===== config.mk =====
export PLATFORM = sky130hd
export DESIGN_NAME = tdtsw_alu
export DESIGN_NICKNAME = d
export VERILOG_FILES = /design/src/rtl/tdtsw_pkg.sv /design/src/rtl/tdtsw_alu.sv
export SDC_FILE = /design/constraint.sdc
export NUM_CORES = 1
export LEC_CHECK = 0
export ABC_CLOCK_PERIOD_IN_PS = 4000
export BUFFER_PORTS_ARGS = -buffer_cell sky130_fd_sc_hd__buf_2
export CAP_MARGIN = 5
export CORE_MARGIN = 1.5
export CORE_UTILIZATION = 49
export DETAILED_ROUTE_END_ITERATION = 16
export GPL_TIMING_DRIVEN = 0
export PLACE_DENSITY = 0.83
export RECOVER_POWER = 100
export SLEW_MARGIN = 20
export SYNTH_ARGS = -nofsm -noshare
export SYNTH_HDL_FRONTEND = slang
export SYNTH_SLANG_ARGS = --single-unit

===== constraint.sdc =====
create_clock -name vclk -period 4
set_clock_uncertainty 0.15 [all_clocks]
set_input_delay 0.4 -clock vclk [all_inputs]
set_output_delay 0.4 -clock vclk [all_outputs]
set_load 0.01 [all_outputs]

===== src/rtl/tdtsw_pkg.sv =====
// ----------------------------------------------------------------------------
// tdtsw_pkg: shared definitions for the target-sum window pair finder
// Widths fixed by the channel words, the sequencer states and the codes and
// structs that pass between the sequencer and the shared arithmetic unit.
// ----------------------------------------------------------------------------
package tdtsw_pkg;

    // Fixed widths of the channel words.
    localparam int VALUE_W     = 16;
    localparam int TARGET_W    = 32;
    localparam int TOTAL_LEN_W = 12;

    // The window sum never exceeds the target plus one element.
    localparam int SUM_W = 33;

    // Sequencer states, one-hot.
    typedef enum logic [3:0] {
        S_IDLE   = 4'b0001,
        S_SHRINK = 4'b0010,
        S_PAIR   = 4'b0100,
        S_DONE   = 4'b1000
    } state_t;

    // Operations of the shared arithmetic unit.
    typedef enum logic [1:0] {
        ALU_PASS = 2'd0,
        ALU_ADD  = 2'd1,
        ALU_SUB  = 2'd2
    } alu_op_t;

    // Request from the sequencer to the arithmetic unit.
    typedef struct packed {
        alu_op_t              op;
        logic [VALUE_W-1:0]   operand;
    } alu_req_t;

    // Compare results of the current window sum against the target.
    typedef struct packed {
        logic sum_gt;
        logic sum_eq;
    } alu_flags_t;

endpackage


===== src/rtl/tdtsw_alu.sv =====
// ----------------------------------------------------------------------------
// tdtsw_alu: shared window-sum adder and comparator
// Adds a new element to, or removes the oldest element from, the window sum,
// and compares the current sum against the target.
// ----------------------------------------------------------------------------
module tdtsw_alu
    import tdtsw_pkg::*;
(
    input  logic [SUM_W-1:0]    sum,
    input  logic [TARGET_W-1:0] target,
    input  alu_req_t            req,
    output logic [SUM_W-1:0]    result,
    output alu_flags_t          flags
);

    logic [SUM_W-1:0] operand_ext;
    logic [SUM_W-1:0] target_ext;

    assign operand_ext = SUM_W'(req.operand);
    assign target_ext  = SUM_W'(target);

    // One adder serves both the growing and the shrinking of the window.
    always_comb
    begin
        unique case (req.op)
            ALU_ADD:  result = sum + operand_ext;
            ALU_SUB:  result = sum - operand_ext;
            ALU_PASS: result = sum;
            default:  result = sum;
        endcase
    end

    // Compare of the stored sum against the target.
    assign flags.sum_gt = sum > target_ext;
    assign flags.sum_eq = sum == target_ext;

endmodule


==> run summary <==
The area overhead of the layout relative to synthesis is 40.22%. The first global-routing pass estimated about 19,000 µm of wire. The cell with the largest stage delay on the worst path is sky130_fd_sc_hd__or3_4. The floorplan step defined a die boundary enclosing roughly 0.0076 mm².

The post-layout worst setup margin came out at -0.04866 ns. Including well taps, the total number of placed cells is between 700 and 800. The headroom to the max-slew limit is 0.4389.

The multi-input logic area came out at roughly 0.0036 mm². The total of warnings raised by yosys is 0. Across the run, the number of max-cap violations was 0.

The maximum frequency from static timing analysis is 0.2470 GHz. Summed over all instances, the cell type with the most area after synthesis is sky130_fd_sc_hd__ha_1. The count of clock-net buffers in the final layout is 0. The via count of the first global-routing pass came to a little over 4,000. The number of endpoints failing setup at the final stage came out at 2. The fraction of layout instances using a drive strength above 1 came out at 0.3598.

The destination of the worst hold path is result[32]. The worst-margin pin slew came out at roughly 0.84 ns. After filler insertion, the fill cell instance count of the layout stands at 563. The smallest clock period supported by the final layout is computed as around 4 ns. The power density relative to cell area came out at 180.1 mW/mm². Of the total synthesized cell area, the portion taken by full adders, half adders and majority gates is 0.2470.

The number of different library cells in the post-synthesis netlist is 57. By startpoint and endpoint, the worst setup path is classified as primary input to output port. After detailed routing, the average wire length per cell comes to 16.78 µm. The flow ran to the end, but the final reports show violations.

Sorting the synthesized cells by area gives the leading types as sky130_fd_sc_hd__ha_1, sky130_fd_sc_hd__a21o_1, sky130_fd_sc_hd__xnor2_1, sky130_fd_sc_hd__a21oi_1, sky130_fd_sc_hd__nand2_1. Counting both buffers and inverters, the worst setup path holds a total of 3. The post-synthesis cell area is 0.003475 mm².

The proportion of synthesized chip area in sequential cells is 0. The area fraction in compound gates after synthesis came out at 0.3295. Setup repair after global routing could not meet its margin everywhere.

The top-area cell type share of the netlist area came out at 0.2413. Along the worst path, the maximum fanout reaches 7. In the finished design, the share of the clock period the worst path needs comes to 1.012.

The placer congestion estimate came out at ~1.0. The data arrival at the endpoint of the critical path came out at around 3.5 ns. The initial antenna violation count came out at 0. For this run, design rule violations remaining after detail routing come to 0. In this design, the largest share of critical-path delay is due to simple AND/OR/NAND/NOR gates. The number of buffer cells added on primary ports is 118.

The type of the tightest min-delay check is primary input to output port. The critical path data required time came out at around 3.5 ns. In the finished design the tool counted flip-flops and latches totalling 0.

The antenna cell count came out at 0. The worst hold path cell count came out at 3. The first-pass iteration count of the detailed router came out at 5.

The number of hold violations in the final report is 0. The combined flip-flop and latch cell area came out at 0 µm². The startpoint identified for the worst hold timing path is sum[32]. The synthesized netlist cell count came out at 516. The starting density of the core is 0.5086.

The floorplan has 30 rows. The total congestion overflow after global routing came out at 0. After synthesis, the largest family of logic cells by area is compound AO/OA/AOI/OAI gates. The largest stage delay on the critical path is between 0.4 and 0.5 ns. The type of origin of the critical path is a primary input.

The area fraction in and, or, nand and nor cells after synthesis came out at 0.2063. The final reports fail on setup timing. Detailed routing inserted a total of around 4,500 vias. The floorplan step set the die width to roughly 87 µm. The average cell area after synthesis came out at 6.734 µm². The post-route antenna net violation count is 0. Of the total synthesized cell area, the portion taken by XOR and XNOR cells is 0.1008. The analysis attributes to cell leakage a power of about 2.6 nW. Dividing the detail-routed via count by the number of cells gives around 6. By instance count, the cell type seen most on the critical path is sky130_fd_sc_hd__buf_4. The most common cell in the netlist is sky130_fd_sc_hd__ha_1. The HPWL after detailed placement came out at 9448 µm.

The die height came out at 87.21 µm. Summed over all layers, the routed wires come to roughly 13,000 µm. The total track usage is 0.3061. The minimum hold slack came out at 0.9530 ns.

Traced cell by cell, the critical path runs through buf_4 > nand4b_1 > nor3b_2 > and3_4 > buf_4 > a21o_1 > ha_4 > nand4_1 > or3_4 > nand2b_1 > o211ai_1 > a311oi_2 > o41ai_4 > xnor2_1 > o21ai_1 > buf_2. Across the VDD grid, the largest voltage drop is roughly 0.12 mV. The capturing element type of the critical path is an output port. The share of cell area taken by muxes after synthesis is 0.02341. The area of the core is around 0.0068 mm².

By count the netlist is led by sky130_fd_sc_hd__ha_1, sky130_fd_sc_hd__nand2_1, sky130_fd_sc_hd__inv_1, sky130_fd_sc_hd__a21oi_1, sky130_fd_sc_hd__o21ai_0. The post-route non-filler standard cell count came out at 752. The net count of the finished layout came out at a little over 800. The first-iteration detailed-routing DRC count is between 200 and 300. The number of max-slew violations in the final report was 0. The largest net degree at the start of global routing came out at 11. The number of nets produced by synthesis came out at between 600 and 700. The critical path depth came out at 16.

The count of boundary I/O pins came out at about 120.
==> per-layer routing <==
layer / part of all wire / global-route usage
met1: 0.43 / 0.4058
met3: 0.070 / 0.01991
met4: 0.032 / 0.1097
met2: 0.47 / 0.5215
met5: 0 / 0
==> power breakdown <==
part           leakage (nW)  switching [mW]  internal (mW)  total, mW
registers                 0               0              0          0
logic                  2.56           0.492          0.385      0.878
clock network             0               0              0          0
total                  2.56           0.492          0.385      0.878
==> per-stage QoR <==
step / setup TNS (ns) / utilization / area (µm²) / total power, mW / setup WS, ns
3_3_place_gp: -12.29 / 0.6126 / 4185 / 0.7068 / -1.022
4_1_cts: 0 / 0.6575 / 4492 / 0.7676 / 0.0001257
2_1_floorplan: 0 / - / 3475 / 0.4895 / 0.03538
5_1_grt: -0.7504 / 0.7132 / 4872 / 0.9474 / -0.1668
6_report: -0.07703 / 0.7132 / 4872 / 0.8776 / -0.04866
3_5_place_dp: -12.17 / 0.6126 / 4185 / 0.7209 / -1.069
==> kinds of logic (layout without fill, tap and decap cells) <==
kind of cell	count (synthesis)	count (layout)
AO/OA/AOI/OAI	177	177
AND/OR/NAND/NOR	150	150
buffers and inverters	73	213
adder cells (fa/ha/maj)	68	68
XOR/XNOR	40	40
multiplexers	8	8
==> worst max path at each step <==
stage	from	endpoint
2_1_floorplan	req[3]	result[30]
3_3_place_gp	req[7]	result[28]
3_5_place_dp	req[3]	result[28]
4_1_cts	req[3]	result[32]
5_1_grt	req[3]	result[32]
6_report	req[4]	result[31]
==> cell usage in the layout (no fill, tap or decap), types with 4 or more instances in the layout <==
master                     instances
sky130_fd_sc_hd__inv_1            45
sky130_fd_sc_hd__nor2b_1           4
sky130_fd_sc_hd__buf_6             7
sky130_fd_sc_hd__ha_1             60
sky130_fd_sc_hd__xor2_1           12
sky130_fd_sc_hd__a21oi_2          12
sky130_fd_sc_hd__a31oi_1           4
sky130_fd_sc_hd__nand4_1          16
sky130_fd_sc_hd__nor2_1           30
sky130_fd_sc_hd__buf_4            33
sky130_fd_sc_hd__nand2_1          53
sky130_fd_sc_hd__a31o_2            6
sky130_fd_sc_hd__o21bai_1          6
sky130_fd_sc_hd__nand2b_1          5
sky130_fd_sc_hd__nor3_1            4
sky130_fd_sc_hd__mux2i_1           5
sky130_fd_sc_hd__o21ai_0          31
sky130_fd_sc_hd__o21ai_1          12
sky130_fd_sc_hd__buf_2           112
sky130_fd_sc_hd__a21o_1           36
sky130_fd_sc_hd__xnor2_1          28
sky130_fd_sc_hd__a21oi_1          28
sky130_fd_sc_hd__clkbuf_1          8
sky130_fd_sc_hd__o211ai_1          4
sky130_fd_sc_hd__ha_4              5
sky130_fd_sc_hd__a21oi_4           7
==> repair_timing <==
action,in CTS,in global routing
endpoints found under the setup margin,18,15
setup buffers,14,16
hold buffers,0,0
gates resized for setup,54,81
pin swaps,21,48
==> layout make-up <==
| type | count | area share |
|---|---|---|
| plain buffers | 20 | 0.03082 |
| inverters | 47 | 0.03724 |
| multi-input cells | 443 | 0.7370 |
| well taps | 96 | 0.02465 |
| repair buffers | 146 | 0.1703 |
Note: power is estimated with default switching activity, not from simulation.
